$ cat src/rtl/core/psg_pkg.sv
`timescale 1ns / 1ps

package psg_pkg;

  // Generator clock divider default and register file geometry.
  localparam int unsigned PRESCALE_DEF = 8;
  localparam int unsigned NUM_REGS     = 16;
  localparam int unsigned NUM_CH       = 3;

  // Item operation codes.
  typedef enum logic [1:0] {
    OP_SELECT = 2'd0,
    OP_WRITE  = 2'd1,
    OP_TICK   = 2'd2
  } psg_op_e;

  // Sound register numbers with side effects or fixed readers.
  localparam logic [3:0] REG_NOISE_PERIOD = 4'd6;
  localparam logic [3:0] REG_MIXER        = 4'd7;
  localparam logic [3:0] REG_VOL_A        = 4'd8;
  localparam logic [3:0] REG_ENV_FINE     = 4'd11;
  localparam logic [3:0] REG_ENV_COARSE   = 4'd12;
  localparam logic [3:0] REG_ENV_SHAPE    = 4'd13;

  // Counter reset values and noise feedback taps. The top tap sits one bit
  // above the 17-bit shift register and lands in its top bit after the shift.
  localparam logic [15:0] TONE_CNT_RST   = 16'h1000;
  localparam logic [15:0] NOISE_CNT_RST  = 16'h0040;
  localparam logic [16:0] NOISE_LFSR_RST = 17'h0FFFF;
  localparam logic [17:0] NOISE_TAPS     = 18'h24000;
  localparam logic [31:0] ENV_WRAP       = 32'h0001_0000;

  // Envelope mode flags.
  typedef struct packed {
    logic cont;
    logic alt;
    logic hold;
    logic face;
    logic pause;
  } env_flags_t;

  // Controller states.
  typedef enum logic [1:0] {
    ST_IDLE,
    ST_ENV,
    ST_DONE
  } psg_state_e;

  // Commands from the controller to the datapath.
  typedef struct packed {
    logic exec;
    logic env_step;
    logic load_levels;
    logic push;
  } psg_cmd_t;

  // Status from the datapath to the controller.
  typedef struct packed {
    logic gen_tick;
    logic env_due;
    logic out_free;
  } psg_status_t;

  // Logarithmic volume table.
  function automatic logic [7:0] level_lut(input logic [4:0] idx);
    logic [7:0] lvl;
    case (idx)
      5'd0:  lvl = 8'h00;
      5'd1:  lvl = 8'h01;
      5'd2:  lvl = 8'h01;
      5'd3:  lvl = 8'h02;
      5'd4:  lvl = 8'h02;
      5'd5:  lvl = 8'h03;
      5'd6:  lvl = 8'h03;
      5'd7:  lvl = 8'h04;
      5'd8:  lvl = 8'h05;
      5'd9:  lvl = 8'h06;
      5'd10: lvl = 8'h07;
      5'd11: lvl = 8'h09;
      5'd12: lvl = 8'h0B;
      5'd13: lvl = 8'h0D;
      5'd14: lvl = 8'h0F;
      5'd15: lvl = 8'h12;
      5'd16: lvl = 8'h16;
      5'd17: lvl = 8'h1A;
      5'd18: lvl = 8'h1F;
      5'd19: lvl = 8'h25;
      5'd20: lvl = 8'h2D;
      5'd21: lvl = 8'h35;
      5'd22: lvl = 8'h3F;
      5'd23: lvl = 8'h4C;
      5'd24: lvl = 8'h5A;
      5'd25: lvl = 8'h6A;
      5'd26: lvl = 8'h7F;
      5'd27: lvl = 8'h97;
      5'd28: lvl = 8'hB4;
      5'd29: lvl = 8'hD6;
      5'd30: lvl = 8'hEB;
      default: lvl = 8'hFF;
    endcase
    return lvl;
  endfunction

endpackage

$ cat src/rtl/core/three_channel_psg_sound_generator.sv
`timescale 1ns / 1ps
// Channel  Direction  Handshake                 Beat contents
// in       input      in_valid_i / in_ready_o   operation_i, data_i
// out      output     out_valid_o / out_ready_i level_a_o, level_b_o, level_c_o, mix_sum_o
//
// A select, a write or a tick that does not clock the generator runs IDLE then DONE.
// A tick that clocks the generator runs IDLE, ENV and DONE, and ENV makes one envelope
// step per period held in the envelope counter, one step per cycle; the counter
// normally holds 0 or 1 periods.
// Async reset puts all but the output payload registers at their initial values.
// A result waits in the output register; the block takes the next beat while it waits,
// and stalls in its final cycle only while the output register is still full.

module three_channel_psg_sound_generator #(
  parameter int unsigned PRESCALE = psg_pkg::PRESCALE_DEF
) (
  input  logic       clk_i,
  input  logic       rst_ni,
  input  logic       in_valid_i,
  output logic       in_ready_o,
  input  logic [1:0] operation_i,
  input  logic [7:0] data_i,
  output logic       out_valid_o,
  input  logic       out_ready_i,
  output logic [7:0] level_a_o,
  output logic [7:0] level_b_o,
  output logic [7:0] level_c_o,
  output logic [9:0] mix_sum_o
);
  import psg_pkg::*;

  psg_cmd_t    cmd;
  psg_status_t status;

  // Sequencer.
  psg_ctrl u_ctrl (
    .clk_i      (clk_i),
    .rst_ni     (rst_ni),
    .in_valid_i (in_valid_i),
    .in_ready_o (in_ready_o),
    .status_i   (status),
    .cmd_o      (cmd)
  );

  // Registers, generators and output register.
  psg_dp #(
    .PRESCALE (PRESCALE)
  ) u_dp (
    .clk_i       (clk_i),
    .rst_ni      (rst_ni),
    .cmd_i       (cmd),
    .status_o    (status),
    .operation_i (operation_i),
    .data_i      (data_i),
    .out_ready_i (out_ready_i),
    .out_valid_o (out_valid_o),
    .level_a_o   (level_a_o),
    .level_b_o   (level_b_o),
    .level_c_o   (level_c_o),
    .mix_sum_o   (mix_sum_o)
  );

endmodule

$ cat src/rtl/core/psg_ctrl.sv
`timescale 1ns / 1ps

module psg_ctrl (
  input  logic                 clk_i,
  input  logic                 rst_ni,
  input  logic                 in_valid_i,
  output logic                 in_ready_o,
  input  psg_pkg::psg_status_t status_i,
  output psg_pkg::psg_cmd_t    cmd_o
);
  import psg_pkg::*;

  psg_state_e state_q, state_d;

  // State register.
  always_ff @(posedge clk_i or negedge rst_ni) begin
    if (!rst_ni) begin
      state_q <= ST_IDLE;
    end else begin
      state_q <= state_d;
    end
  end

  // Next state and commands.
  always_comb begin
    state_d    = state_q;
    in_ready_o = 1'b0;
    cmd_o      = '0;
    case (state_q)
      ST_IDLE: begin
        in_ready_o = 1'b1;
        if (in_valid_i) begin
          cmd_o.exec = 1'b1;
          state_d    = status_i.gen_tick ? ST_ENV : ST_DONE;
        end
      end
      ST_ENV: begin
        // One envelope step per cycle while counter >= wrap point and period != 0.
        if (status_i.env_due) begin
          cmd_o.env_step = 1'b1;
        end else begin
          cmd_o.load_levels = 1'b1;
          state_d           = ST_DONE;
        end
      end
      ST_DONE: begin
        if (status_i.out_free) begin
          cmd_o.push = 1'b1;
          state_d    = ST_IDLE;
        end
      end
      default: begin
        state_d = ST_IDLE;
      end
    endcase
  end

endmodule

$ cat src/rtl/core/psg_dp.sv
`timescale 1ns / 1ps

module psg_dp #(
  parameter int unsigned PRESCALE = psg_pkg::PRESCALE_DEF
) (
  input  logic                 clk_i,
  input  logic                 rst_ni,
  input  psg_pkg::psg_cmd_t    cmd_i,
  output psg_pkg::psg_status_t status_o,
  input  logic [1:0]           operation_i,
  input  logic [7:0]           data_i,
  input  logic                 out_ready_i,
  output logic                 out_valid_o,
  output logic [7:0]           level_a_o,
  output logic [7:0]           level_b_o,
  output logic [7:0]           level_c_o,
  output logic [9:0]           mix_sum_o
);
  import psg_pkg::*;

  localparam int unsigned PsW = (PRESCALE > 1) ? $clog2(PRESCALE) : 1;

  // Architectural state.
  logic [3:0]       sel_q;
  logic [7:0]       sound_q [NUM_REGS];
  logic [PsW-1:0]   ps_q;
  logic [15:0]      tone_cnt_q [NUM_CH];
  logic [NUM_CH-1:0] tone_ph_q;
  logic [15:0]      noise_cnt_q;
  logic [16:0]      lfsr_q;
  logic [5:0]       noise_per_q;
  logic [31:0]      env_cnt_q;
  logic [5:0]       env_pos_q;
  env_flags_t       env_flags_q;
  logic [7:0]       lvl_q [NUM_CH];

  // Output register.
  logic             out_valid_q;
  logic [7:0]       out_lvl_q [NUM_CH];
  logic [9:0]       out_sum_q;

  // Next-value logic.
  logic [15:0]      env_per;
  logic [PsW:0]     ps_inc;
  logic             gen_tick;
  logic [15:0]      noise_inc;
  logic [15:0]      noise_cnt_d;
  logic [16:0]      lfsr_d;
  logic [15:0]      tone_cnt_d [NUM_CH];
  logic [NUM_CH-1:0] tone_ph_d;
  logic [7:0]       lvl_d [NUM_CH];
  logic [10:0]      env_step_d;
  env_flags_t       shape_flags;

  // One step of the envelope shape.
  function automatic logic [10:0] env_next(input env_flags_t f_in, input logic [5:0] pos_in);
    env_flags_t f;
    logic [5:0] pos;
    f   = f_in;
    pos = pos_in;
    if (!f.pause) begin
      pos = f.face ? pos + 6'd1 : pos - 6'd1;
    end
    if (pos[5]) begin
      if (f.cont) begin
        if (f.alt != f.hold) begin
          f.face = !f.face;
        end
        if (f.hold) begin
          f.pause = 1'b1;
        end
        pos = f.face ? 6'd0 : 6'h1F;
      end else begin
        f.pause = 1'b1;
        pos     = 6'd0;
      end
    end
    return {f, pos};
  endfunction

  assign env_per    = {sound_q[REG_ENV_COARSE], sound_q[REG_ENV_FINE]};
  assign ps_inc     = {1'b0, ps_q} + {{PsW{1'b0}}, 1'b1};
  assign gen_tick   = (operation_i == OP_TICK) && (ps_inc >= (PsW + 1)'(PRESCALE));
  assign env_step_d = env_next(env_flags_q, env_pos_q);

  // Status toward the controller.
  assign status_o.gen_tick = gen_tick;
  assign status_o.env_due  = (env_cnt_q[31:16] != 16'd0) && (env_per != 16'd0);
  assign status_o.out_free = !out_valid_q || out_ready_i;

  // Envelope shape register decode.
  always_comb begin
    shape_flags       = '0;
    shape_flags.cont  = data_i[3];
    shape_flags.face  = data_i[2];
    shape_flags.alt   = data_i[1];
    shape_flags.hold  = data_i[0];
  end

  // Noise counter and shift register.
  always_comb begin
    noise_inc   = noise_cnt_q + 16'd1;
    noise_cnt_d = noise_inc;
    lfsr_d      = lfsr_q;
    if (noise_inc[6]) begin
      lfsr_d      = 17'(({1'b0, lfsr_q} ^ (lfsr_q[0] ? NOISE_TAPS : 18'd0)) >> 1);
      noise_cnt_d = noise_inc - {10'd0, noise_per_q};
    end
  end

  // Tone lanes and channel level lookup.
  for (genvar ch = 0; ch < NUM_CH; ch++) begin : g_ch
    logic [11:0] tper;
    logic [15:0] tinc;
    logic [7:0]  vreg;
    logic [4:0]  vidx;
    logic        gate;

    assign tper = {sound_q[2*ch+1][3:0], sound_q[2*ch]};
    assign tinc = tone_cnt_q[ch] + 16'd1;
    assign vreg = sound_q[REG_VOL_A + ch];
    assign vidx = vreg[4] ? env_pos_q[4:0] : {vreg[3:0], 1'b0};
    assign gate = (sound_q[REG_MIXER][ch] || tone_ph_q[ch]) &&
                  (sound_q[REG_MIXER][ch+3] || lfsr_q[0]);

    always_comb begin
      tone_cnt_d[ch] = tinc;
      tone_ph_d[ch]  = tone_ph_q[ch];
      if (tinc[12]) begin
        if (tper > 12'd1) begin
          tone_ph_d[ch]  = !tone_ph_q[ch];
          tone_cnt_d[ch] = tinc - {4'd0, tper};
        end else begin
          tone_ph_d[ch] = 1'b1;
        end
      end
    end

    assign lvl_d[ch] = gate ? level_lut(vidx) : 8'd0;
  end

  // Generator state updates.
  always_ff @(posedge clk_i or negedge rst_ni) begin
    if (!rst_ni) begin
      sel_q       <= '0;
      for (int i = 0; i < NUM_REGS; i++) begin
        sound_q[i] <= '0;
      end
      ps_q        <= '0;
      for (int i = 0; i < NUM_CH; i++) begin
        tone_cnt_q[i] <= TONE_CNT_RST;
        lvl_q[i]      <= '0;
      end
      tone_ph_q   <= '0;
      noise_cnt_q <= NOISE_CNT_RST;
      lfsr_q      <= NOISE_LFSR_RST;
      noise_per_q <= '0;
      env_cnt_q   <= '0;
      env_pos_q   <= '0;
      env_flags_q <= '{cont: 1'b0, alt: 1'b0, hold: 1'b0, face: 1'b0, pause: 1'b1};
    end else begin
      if (cmd_i.exec) begin
        case (operation_i)
          OP_SELECT: begin
            sel_q <= data_i[3:0];
          end
          OP_WRITE: begin
            sound_q[sel_q] <= data_i;
            if (sel_q == REG_NOISE_PERIOD) begin
              noise_per_q <= (data_i == 8'd0) ? 6'd1 : {data_i[4:0], 1'b0};
            end
            if (sel_q == REG_ENV_SHAPE) begin
              env_flags_q <= shape_flags;
              env_cnt_q   <= ENV_WRAP - {16'd0, env_per};
              env_pos_q   <= data_i[2] ? 6'd0 : 6'h1F;
            end
          end
          OP_TICK: begin
            if (gen_tick) begin
              ps_q        <= '0;
              env_cnt_q   <= env_cnt_q + 32'd1;
              noise_cnt_q <= noise_cnt_d;
              lfsr_q      <= lfsr_d;
              tone_ph_q   <= tone_ph_d;
              for (int i = 0; i < NUM_CH; i++) begin
                tone_cnt_q[i] <= tone_cnt_d[i];
              end
            end else begin
              ps_q <= ps_inc[PsW-1:0];
            end
          end
          default: begin
          end
        endcase
      end
      // Envelope catch-up, one period per step.
      if (cmd_i.env_step) begin
        {env_flags_q, env_pos_q} <= env_step_d;
        env_cnt_q                <= env_cnt_q - {16'd0, env_per};
      end
      if (cmd_i.load_levels) begin
        for (int i = 0; i < NUM_CH; i++) begin
          lvl_q[i] <= lvl_d[i];
        end
      end
    end
  end

  // Output beat valid flag.
  always_ff @(posedge clk_i or negedge rst_ni) begin
    if (!rst_ni) begin
      out_valid_q <= 1'b0;
    end else if (cmd_i.push) begin
      out_valid_q <= 1'b1;
    end else if (out_ready_i) begin
      out_valid_q <= 1'b0;
    end
  end

  // Output beat payload.
  always_ff @(posedge clk_i) begin
    if (cmd_i.push) begin
      for (int i = 0; i < NUM_CH; i++) begin
        out_lvl_q[i] <= lvl_q[i];
      end
      out_sum_q <= {2'd0, lvl_q[0]} + {2'd0, lvl_q[1]} + {2'd0, lvl_q[2]};
    end
  end

  assign out_valid_o = out_valid_q;
  assign level_a_o   = out_lvl_q[0];
  assign level_b_o   = out_lvl_q[1];
  assign level_c_o   = out_lvl_q[2];
  assign mix_sum_o   = out_sum_q;

endmodule

$ cat config.mk
export PLATFORM = sky130hd
export DESIGN_NAME = three_channel_psg_sound_generator
export DESIGN_NICKNAME = d
export VERILOG_FILES = /design/src/rtl/core/psg_pkg.sv /design/src/rtl/core/three_channel_psg_sound_generator.sv /design/src/rtl/core/psg_ctrl.sv /design/src/rtl/core/psg_dp.sv
export SDC_FILE = /design/constraint.sdc
export NUM_CORES = 1
export LEC_CHECK = 0
export ABC_AREA = 1
export BUFFER_PORTS_ARGS = -buffer_cell sky130_fd_sc_hd__buf_4
export CORE_ASPECT_RATIO = 1.4
export CORE_MARGIN = 2
export CORE_UTILIZATION = 50
export CTS_BUF_LIST = sky130_fd_sc_hd__clkbuf_8
export DETAILED_ROUTE_END_ITERATION = 8
export PLACE_DENSITY = 0.69
export SLEW_MARGIN = 20
export SYNTH_ARGS = -nofsm -noshare
export SYNTH_HDL_FRONTEND = slang
export SYNTH_SLANG_ARGS = --single-unit
$ cat constraint.sdc
create_clock -name clk_i -period 2.69 [get_ports clk_i]
set_clock_uncertainty 0.05 [all_clocks]
set_input_delay 0.4035 -clock clk_i [delete_from_list [all_inputs] [get_ports clk_i]]
set_output_delay 0.4035 -clock clk_i [all_outputs]
set_load 0.02 [all_outputs]
==> results of run 1 <==
[flip-flops by register name (all words and copies together), names as in the netlist, 2 cells and up]
name / cells
u_dp.sel_q: 4
u_dp.env_per: 16
u_dp.env_pos_q: 5
u_dp.sound_q: 6
u_dp.env_cnt_q: 32
u_dp.tone_ph_q: 3
u_dp.noise_per_q: 6
u_dp.lfsr_q: 17
u_ctrl.state_q: 2
u_dp.tone_cnt_q: 39
u_dp.lvl_q: 24
u_dp.out_lvl_q: 24
u_dp.noise_cnt_q: 7
u_dp.env_flags_q: 5
u_dp.g_ch.tper: 36
u_dp.g_ch.vreg: 15
u_dp.ps_q: 3
u_dp.mix_sum_o: 10
[cell type report]
| type | instances | area [µm²] | share of cell area (%) |
|---|---|---|---|
| clock buffers | 58 | 798 | 3.89 |
| repair buffers | 118 | 936 | 4.56 |
| inverters | 327 | 1230 | 5.99 |
| flip-flops and latches | 255 | 6580 | 32.1 |
| clock inverters | 22 | 178 | 0.867 |
| multi-input cells | 1900 | 10200 | 49.8 |
| well taps | 462 | 578 | 2.82 |
[critical path: stages (launching register included)]
cell     delay [ns]
dfrtp_1        0.37
ha_2           0.21
inv_2          0.05
fa_2           0.41
xnor2_2        0.17
ha_1           0.34
a21oi_1        0.17
nand2_1        0.14
nand4_1        0.12
nand3_2        0.11
a21oi_2        0.14
nor2_1         0.05
[path summary, 6_finish.rpt]
kind | from | end | slack, ns | cells past startpoint
max | u_dp.lvl_q[16] | u_dp.mix_sum_o[9] | 0.12 | 11
min | out_ready_i | u_dp.out_valid_o | 0.08 | 4
max reg2reg | u_dp.lvl_q[16] | u_dp.mix_sum_o[9] | 0.12 | 11
min reg2reg | u_dp.lvl_q[9] | u_dp.out_lvl_q[0][9] | 0.42 | 0
max in group asynchronous | rst_ni | u_dp.env_flags_q[0] | 1.45 | 3
min in group asynchronous | rst_ni | u_dp.tone_cnt_q[25] | 0.33 | 2
[repair_timing]
item | in CTS | in global routing
cloned | 0 | 0
hold buffers | 2 | 0
pin swaps | 0 | 23
hold endpoints to repair | 53 | 0
resized for setup | 6 | 65
setup buffers | 0 | 14
endpoints found under the setup margin | 4 | 26
[placed cells by master, fill, tap and decap left out, drive strengths merged, types with 7 or more instances in the layout]
cell and instances:
clkinv 7, dfrtp 200, o211ai 18, inv 338
xor2 58, o21ai 256, nor2 232, clkbuf 58
nand3 206, nor3 38, nand3b 10, ha 100
nand4 42, fa 8, o22ai 8, edfxtp 34
nand2 736, buf 116, o31ai 10, a21oi 115
xnor2 20, a31oi 8, dfstp 21
[power breakdown]
part	internal, mW	switching (mW)
clock	2.22	1.70
sequential	5.08	1.01
combinational	4.45	7.59
[layer usage]
metal	vias up	global-route usage, %	share of wire, %
li1	8520	-	-
met5	-	0	0
met3	172	3.38	4.1
met1	8001	30.9	40
met2	443	46.8	50
met4	0	13.8	5.5
[metrics by stage]
step / std cells / util, % / area [µm²]
2_1_floorplan: 2541 / - / 18000
3_3_place_gp: 3046 / 53.6 / 19100
3_5_place_dp: 3046 / 53.6 / 19100
4_1_cts: 3128 / 56.5 / 20100
5_1_grt: 3142 / 57.6 / 20500
6_report: 3142 / 57.6 / 20500
[logic make-up after synthesis]
| group | count (synthesis) | synth area share [%] |
|---|---|---|
| simple gates | 1271 | 29.8 |
| compound gates | 442 | 13.4 |
| buf+inv | 386 | 8.53 |
| flops | 255 | 36.6 |
| fa+ha+maj | 108 | 7.84 |
| xor+xnor | 78 | 3.80 |
| mux | 1 | 0.0556 |
==> out/metrics.cfg, run 1 <==
[detailed_routing]
drt_first_iter_violations = 1185
wl_per_cell_um = 15.9
drc = 0
wl_mm = 50.1
drt-pass1-iter-count = 5
via_count = 17100
ant_nets = 0
vias_per_cell = 5.45

[cells_and_area]
syn_to_final_growth_pct = 13.9
n_fill_cell = 3357
layout-drive-gt1-share_pct = 11.7
diodes = 0
nets = 2768

[worst_setup_path]
crit_type = reg2reg
path_max_fanout = 4
cp.arrival_ns = 2.85
end_kind = flip-flop
worstSetupStartpointType = flip-flop
crit_required_ns = 2.96

[synthesis]
syn_avg_cell_area_um2 = 7.08
yosys.cell_count.top_type = nand2_1
netlist.area_leader.share_pct = 27.8
synth_common_cells = 727 x nand2_1, 315 x inv_1, 239 x o21ai_0
synth_area_leader_cell = dfrtp_1
synth_flop_cell = dfrtp_1
synth-edff-count = 34
ys_seq_area_share_pct = 36.6
synth_fp_nets = 2663
syn-instance-count = 2541
yosysWarnings = 0
synth_area_um2 = 18000
yosys-top-cells-area = dfrtp_1 28%, nand2_1 15%, ha_1 7.0%
synth_cell_types = 51
async_flop_share_pct = 86.7
synth-seq-cells = 255

[power]
power_density_nw_per_um2 = 1080
leakage_nw = 9.97
design_power_total_mw = 22.1
peakVddDrop_mv = 0.930

[timing]
grt_setup_unrepaired = true
final_hold_viol_count = 0
fin_tns_setup_ns = 0
fin_hold_ws_ns = 0.0770
worstMarginPinSlew_ns = 0.953
fin_crit_sh_pct = 95.6
max_freq_mhz = 389
drv_slew = 0
slew_headroom_pct = 36.1
finalCriticalPeriod_ns = 2.57
layout_setup_ws_ns = 0.117
finalSetupViolCount = 0

[placed_design]
hpwl_mm = 37.4
place_congestion = 1.02
pre_cts_slack_ns = -0.0234
port_buffers = 49

[clock_network]
clock_latency_ns = 0.60
cts.sinks = 255
htree_levels = 2
ctsLongestPathBuffers = 3
cts-buffers-inserted = 44
cts_tree = done
cts.clk_slew.worst_paths_ns = 0.06
cts_root_buf = clkbuf_8

[global_route]
grt_max_degree = 76
grt_pass1_vias = 16800
antenna_found_initial = 0
grt_first_pass_wirelength_mm = 80.7
grt_overflow = 0
grt_usage_pct = 26.5

[floorplanning]
die_y_um = 228
initial_core_util_pct = 50.5
coreArea_um2 = 35600
rows = 82
pin_count = 50
die-area_um2 = 37500
chipWidth_um = 164

[hold_path]
hp-class = in2reg

[run_status]
outcome = complete, no violations

[job]
max_cap_violations = 0

No activity file was read; power rests on OpenSTA's default activity.
==> run 2: changes to the inputs <==
--- a/config.mk
+++ b/config.mk
@@ -16,4 +16,5 @@
 export SLEW_MARGIN = 20
 export SYNTH_ARGS = -nofsm -noshare
 export SYNTH_HDL_FRONTEND = slang
+export SYNTH_HIERARCHICAL = 1
 export SYNTH_SLANG_ARGS = --single-unit
==> run 2 against run 1 <==
  * Non-clock buffer count increased by 20
  * Clock-buffer cell count shrank 2
  * Area after synthesis decreased by 1.1%
  * Register-to-register slack worse by 0.02 ns
  * Flip-flop and latch count unchanged
  * Total power rose by 4.9%
  * Cell count shrank 1.4%
  * Design area increased by 0.17%
  * First-iteration DRC count up 4.1%
  * Maximum frequency fell by 0.75%
  * Combinational power rose by 9%
  * Hold slack got worse by 0.052 ns
  * Highest routed layer unchanged
==> out/metrics.cfg, run 2 <==
[run_status]
outcome = complete, no violations

[cells_and_area]
final_util_pct = 58.6
n_fill_cell = 3295
top_register = u_dp/tone_cnt_q
largest_register_ffs = 39
diodes = 0
nets = 2727
final_common_cell = nand2_1
final_cell_mix = 698 x nand2_1, 339 x inv_1, 198 x dfrtp_1, 188 x o21ai_0, 176 x nor2_1
layout-drive-gt1-share_pct = 13.4
syn_to_final_growth_pct = 15.4

[timing]
fin_hold_ws_ns = 0.0255
finalCriticalPeriod_ns = 2.59
finalSetupViolCount = 0
final_hold_viol_count = 0
drv_slew = 0
max_freq_mhz = 386
grt_setup_unrepaired = true
fin_crit_sh_pct = 96.4
slew_headroom_pct = 52.2
worstMarginPinSlew_ns = 0.716

[detailed_routing]
wl_per_cell_um = 16.1
drt_first_iter_violations = 1234
vias_per_cell = 5.46
drc = 0
drt-pass1-iter-count = 9
wl_mm = 50.0
via_count = 16900
ant_nets = 0

[synthesis]
ys_seq_area_share_pct = 37.0
synth_area_um2 = 17800
yosysWarnings = 6
synth-edff-count = 34
yosys-top-cells-area = dfrtp_1 28%, nand2_1 15%, inv_1 7.1%
netlist.area_leader.share_pct = 28.1
synth_common_cells = 702 x nand2_1, 337 x inv_1, 201 x o21ai_0
synth_area_leader_cell = dfrtp_1
async_flop_share_pct = 86.7
syn-instance-count = 2477
yosys.cell_count.top_type = nand2_1
synth-seq-cells = 255
synth_cell_types = 52
synth_flop_cell = dfrtp_1
syn_avg_cell_area_um2 = 7.19
synth_fp_nets = 2597

[worst_setup_path]
path_max_fanout = 9
cp.arrival_ns = 3.01
crit_buf_inv = 6
end_kind = flip-flop
cpPeakStageDelay_ns = 0.38
crit_type = reg2reg
crit_chain = inv_1 -> ha_4 -> nand3_2 -> nor3_2 -> nand4_1 -> o21ai_2 -> inv_2 -> nand3_2 -> inv_2 -> inv_1 -> o21ai_1 -> nor2_2 -> nor2_4 -> buf_4 -> nand2_1 -> inv_1 -> nand2_1 -> nand2_1
crit_slowest_cell = dfrtp_1
worstSetupStartpointType = flip-flop
crit_family = simple AND/OR/NAND/NOR gates
crit_required_ns = 3.11

[floorplanning]
coreArea_um2 = 35100
die-area_um2 = 37100
rows = 81
die_y_um = 227
initial_core_util_pct = 50.8
chipWidth_um = 163
pin_count = 50

[power]
peakVddDrop_mv = 0.605
power_density_nw_per_um2 = 1130
design_power_total_mw = 23.1
leakage_nw = 10.2

[clock_network]
cts_root_buf = clkbuf_8
cts.clk_slew.worst_paths_ns = 0.05
htree_levels = 2
cts_tree = done
cts.sinks = 255
clock_latency_ns = 0.59
cts-buffers-inserted = 45
ctsLongestPathBuffers = 3

[global_route]
antenna_found_initial = 0
grt_usage_pct = 27.2
grt_overflow = 0
grt_max_degree = 75
grt_pass1_vias = 16500
grt_first_pass_wirelength_mm = 81.3

[placed_design]
hpwl_mm = 37.7
port_buffers = 49
place_congestion = 0.957

[job]
max_cap_violations = 0

[hold_path]
hp-class = in2reg

==> run 2: cell types whose count changed in the layout (fill, tap and decap cells not counted), sizes merged, moves of 11 or more <==
| cell | delta |
|---|---|
| buf | +21 |
| nand3 | -27 |
| nand2 | -22 |
| o21ai | -39 |
| nor3 | +11 |
| nor2 | -36 |
| inv | +19 |
==> run 2: cell type report <==
type	instances	area, µm²	share of cell area (%)
tap	456	571	2.78
timing repair buffer	138	1110	5.41
sequential	255	6580	32.0
clock buffer	56	771	3.75
inverter	351	1320	6.44
clock inverter	26	231	1.13
multi-input combinational	1816	9950	48.5
==> run 2: logic make-up (layout without fill, tap and decap cells) <==
| kind of cell | after synthesis | count (layout) | synth area share (%) |
|---|---|---|---|
| fa+ha+maj | 106 | 106 | 8.08 |
| xor+xnor | 70 | 70 | 3.44 |
| flops | 255 | 255 | 37.0 |
| compound gates | 436 | 436 | 13.7 |
| simple gates | 1204 | 1204 | 28.9 |
| buf+inv | 406 | 571 | 8.89 |
==> run 2: stage by stage <==
stage | area, µm² | setup TNS, ns | instances | worst slack (ns)
6_report | 20500 | 0 | 3098 | 0.0980
5_1_grt | 20500 | -0.392 | 3098 | -0.0878
4_1_cts | 20200 | 0 | 3092 | 0.00886
3_5_place_dp | 19200 | -2.24 | 3007 | -0.224
3_3_place_gp | 19200 | -0.552 | 3007 | -0.116
2_1_floorplan | 17800 | 0 | 2477 | 0.0519
==> run 2: worst reg2reg max path, stage by stage (launching register included) <==
cell     delay [ns]
dfrtp_1        0.38
inv_1          0.11
ha_4           0.17
nand3_2        0.10
nor3_2         0.21
nand4_1        0.24
o21ai_2        0.15
inv_2          0.07
nand3_2        0.09
inv_2          0.07
inv_1          0.10
o21ai_1        0.10
nor2_2         0.17
nor2_4         0.08
buf_4          0.18
nand2_1        0.07
inv_1          0.05
nand2_1        0.06
nand2_1        0.05
==> run 2: power breakdown <==
group,internal [mW],switching [mW],total (mW)
clock,2.28,1.73,4.01
combinational,4.84,8.27,13.1
sequential,5.10,0.909,6.01
total,12.2,10.9,23.1
==> run 2: worst paths after layout <==
| check | from | endpoint | slack (ns) | cells past startpoint |
|---|---|---|---|---|
| worst max-delay path | u_dp/env_per[0] | u_dp/env_cnt_q[27] | 0.1 | 18 |
| worst min-delay path | out_ready_i | u_dp/out_valid_o | 0.03 | 4 |
| worst max register to register | u_dp/env_per[0] | u_dp/env_cnt_q[27] | 0.1 | 18 |
| worst min register to register | u_dp/lfsr_q[15] | u_dp/lfsr_q[14] | 0.41 | 2 |
| max in group asynchronous | rst_ni | u_dp/tone_cnt_q[44] | 1.47 | 3 |
| min in group asynchronous | rst_ni | u_dp/env_cnt_q[29] | 0.32 | 2 |
==> run 2: routing by layer <==
metal / routed length, µm / vias to the layer above / GRT usage [%]
li1: - / 8322 / -
met1: 20100 / 7940 / 31.7
met2: 25400 / 509 / 49.6
met3: 2100 / 142 / 2.71
met4: 2360 / 0 / 13.2
met5: 0 / - / 0
==> run 2: timing repair <==
| item | CTS | global route |
|---|---|---|
| endpoints found under the setup margin | 36 | 68 |
| hold buffers | 1 | 0 |
| endpoints found under the hold margin | 60 | 0 |
| setup buffers | 2 | 6 |
| pin swaps | 1 | 14 |
| gates resized for setup | 7 | 71 |
==> run 3: changes to the inputs <==
--- a/config.mk
+++ b/config.mk
@@ -12,6 +12,7 @@
 export CORE_UTILIZATION = 50
 export CTS_BUF_LIST = sky130_fd_sc_hd__clkbuf_8
 export DETAILED_ROUTE_END_ITERATION = 8
+export MAX_ROUTING_LAYER = met4
 export PLACE_DENSITY = 0.69
 export SLEW_MARGIN = 20
 export SYNTH_ARGS = -nofsm -noshare
==> run 3 against run 2 <==
  * Wire length rose by 0.83%
  * Global-route usage rose by 0.47 points
  * Core utilization rose by 0.80 points
  * Die area did not move
  * Critical path depth fell by 3
  * Design area rose by 1.4%
  * Highest routed layer unchanged
==> out/metrics.cfg, run 3 (synthesis gave the netlist of run 2 again) <==
[global_route]
grt_max_degree = 73
antenna_found_initial = 0
grt_overflow = 0
grt_usage_pct = 27.6
grt_first_pass_wirelength_mm = 80.3
grt_pass1_vias = 16300

[timing]
finalCriticalPeriod_ns = 2.62
grt_setup_unrepaired = true
slew_headroom_pct = 53.4
fin_crit_sh_pct = 97.3
max_freq_mhz = 382
drv_slew = 0
worstMarginPinSlew_ns = 0.698
finalSetupViolCount = 0
layout_setup_ws_ns = 0.0739
final_hold_viol_count = 0
fin_hold_ws_ns = 0.0216

[power]
peakVddDrop_mv = 0.544
power_density_nw_per_um2 = 1120
leakage_nw = 10.2
design_power_total_mw = 23.4

[detailed_routing]
ant_nets = 0
drt_first_iter_violations = 1265
wl_per_cell_um = 16.2
via_count = 16900
drt-pass1-iter-count = 6
wl_mm = 50.4
vias_per_cell = 5.42
drc = 0

[worst_setup_path]
end_kind = flip-flop
worstSetupStartpointType = flip-flop
crit_type = reg2reg
rr_startpoint = u_dp/tone_cnt_q[32]
cp.arrival_ns = 3.04
path_max_fanout = 5
crit_start = u_dp/tone_cnt_q[32]
r2r_slack_ns = 0.07
crit_required_ns = 3.11

[cells_and_area]
largest_register_ffs = 39
syn_to_final_growth_pct = 16.9
diodes = 0
final_cell_mix = 691 x nand2_1, 332 x inv_1, 200 x dfrtp_1, 181 x o21ai_0, 172 x nor2_1
nets = 2739
final_util_pct = 59.4
fin_area_um2 = 20800
final_common_cell = nand2_1
top_register = u_dp/tone_cnt_q
layout-drive-gt1-share_pct = 14.9

[hold_path]
hp-class = in2reg
holdCritStartpoint = out_ready_i

[floorplanning]
rows = 81
chipWidth_um = 163
initial_core_util_pct = 50.8
coreArea_um2 = 35100
die_y_um = 227
pin_count = 50
die-area_um2 = 37100

[run_status]
outcome = complete, no violations

[clock_network]
cts-buffers-inserted = 44
cts_root_buf = clkbuf_8
cts.clk_slew.worst_paths_ns = 0.06
cts.sinks = 255
htree_levels = 2
clock_latency_ns = 0.59
ctsLongestPathBuffers = 3
cts_tree = done

[placed_design]
hpwl_mm = 37.8
port_buffers = 49
place_congestion = 0.954
pre_cts_slack_ns = -0.239
place_area_um2 = 19200

[job]
max_cap_violations = 0

run 3: changes by cell type in the layout (fill, tap and decap cells not counted), sizes merged:
cell      previous run  this run
inv                357       358
bufinv               4         3
clkbuf              56        59
clkinv              14        13
buf                137       147
clkinvlp             2         3
run 3: worst paths after layout:
kind	to	depth (start not counted)
setup reg to reg	u_dp/tone_cnt_q[43]	15
hold reg to reg	u_dp/out_lvl_q[0][0]	0
max in group asynchronous	u_dp/lfsr_q[4]	3
hold / removal	u_dp/out_valid_o	4
min in group asynchronous	u_dp/env_cnt_q[29]	2
setup / recovery	u_dp/tone_cnt_q[43]	15
run 3: metal layers:
layer | routed length, µm | global-route usage (%) | up-vias
met5 | 0 | - | -
met2 | 25800 | 48.7 | 421
met1 | 20400 | 31.5 | 7928
li1 | - | - | 8372
met3 | 2030 | 3.17 | 143
met4 | 2230 | 12.6 | 0
run 3: report_power, final:
group	total (mW)	internal (mW)	switching (mW)
Combinational	13.5	5.06	8.44
Sequential	6.00	5.10	0.902
Clock	3.88	2.18	1.70
run 3: worst max-delay path: stages (launching register included):
cell,delay (ns)
dfrtp_1,0.41
ha_2,0.21
nand2_1,0.10
nor2_4,0.19
buf_6,0.14
nand2_1,0.08
xor2_2,0.31
ha_4,0.28
a21oi_4,0.13
o21bai_1,0.08
a21oi_1,0.13
nand2_1,0.08
a21oi_1,0.12
o21ai_1,0.08
nand2_1,0.07
nand2_1,0.05
run 3: stage by stage:
stage	TNS [ns]	cells
global placement	-0.387	3010
detailed placement	-3.59	3010
floorplan	0	2477
global route	-0.411	3111
finish	0	3111
CTS	0	3095
run 3: area by class of cell:
class                   instances  area, µm²
inverters                     351       1330
repair buffers                151       1260
flip-flops and latches        255       6580
clock buffers                  56        771
clock inverters                26        206
multi-input cells            1816      10100
well taps                     456        571
fillers                      3326      14200
run 3: repair_timing:
item / 4_1_cts / 5_1_grt
gates cloned: 0 / 3
resized for setup: 8 / 113
buffers inserted: 2 / 13
hold buffers: 1 / 0
pin swaps: 2 / 38
endpoints found under the hold margin: 65 / 0
endpoints found under the setup margin: 55 / 85
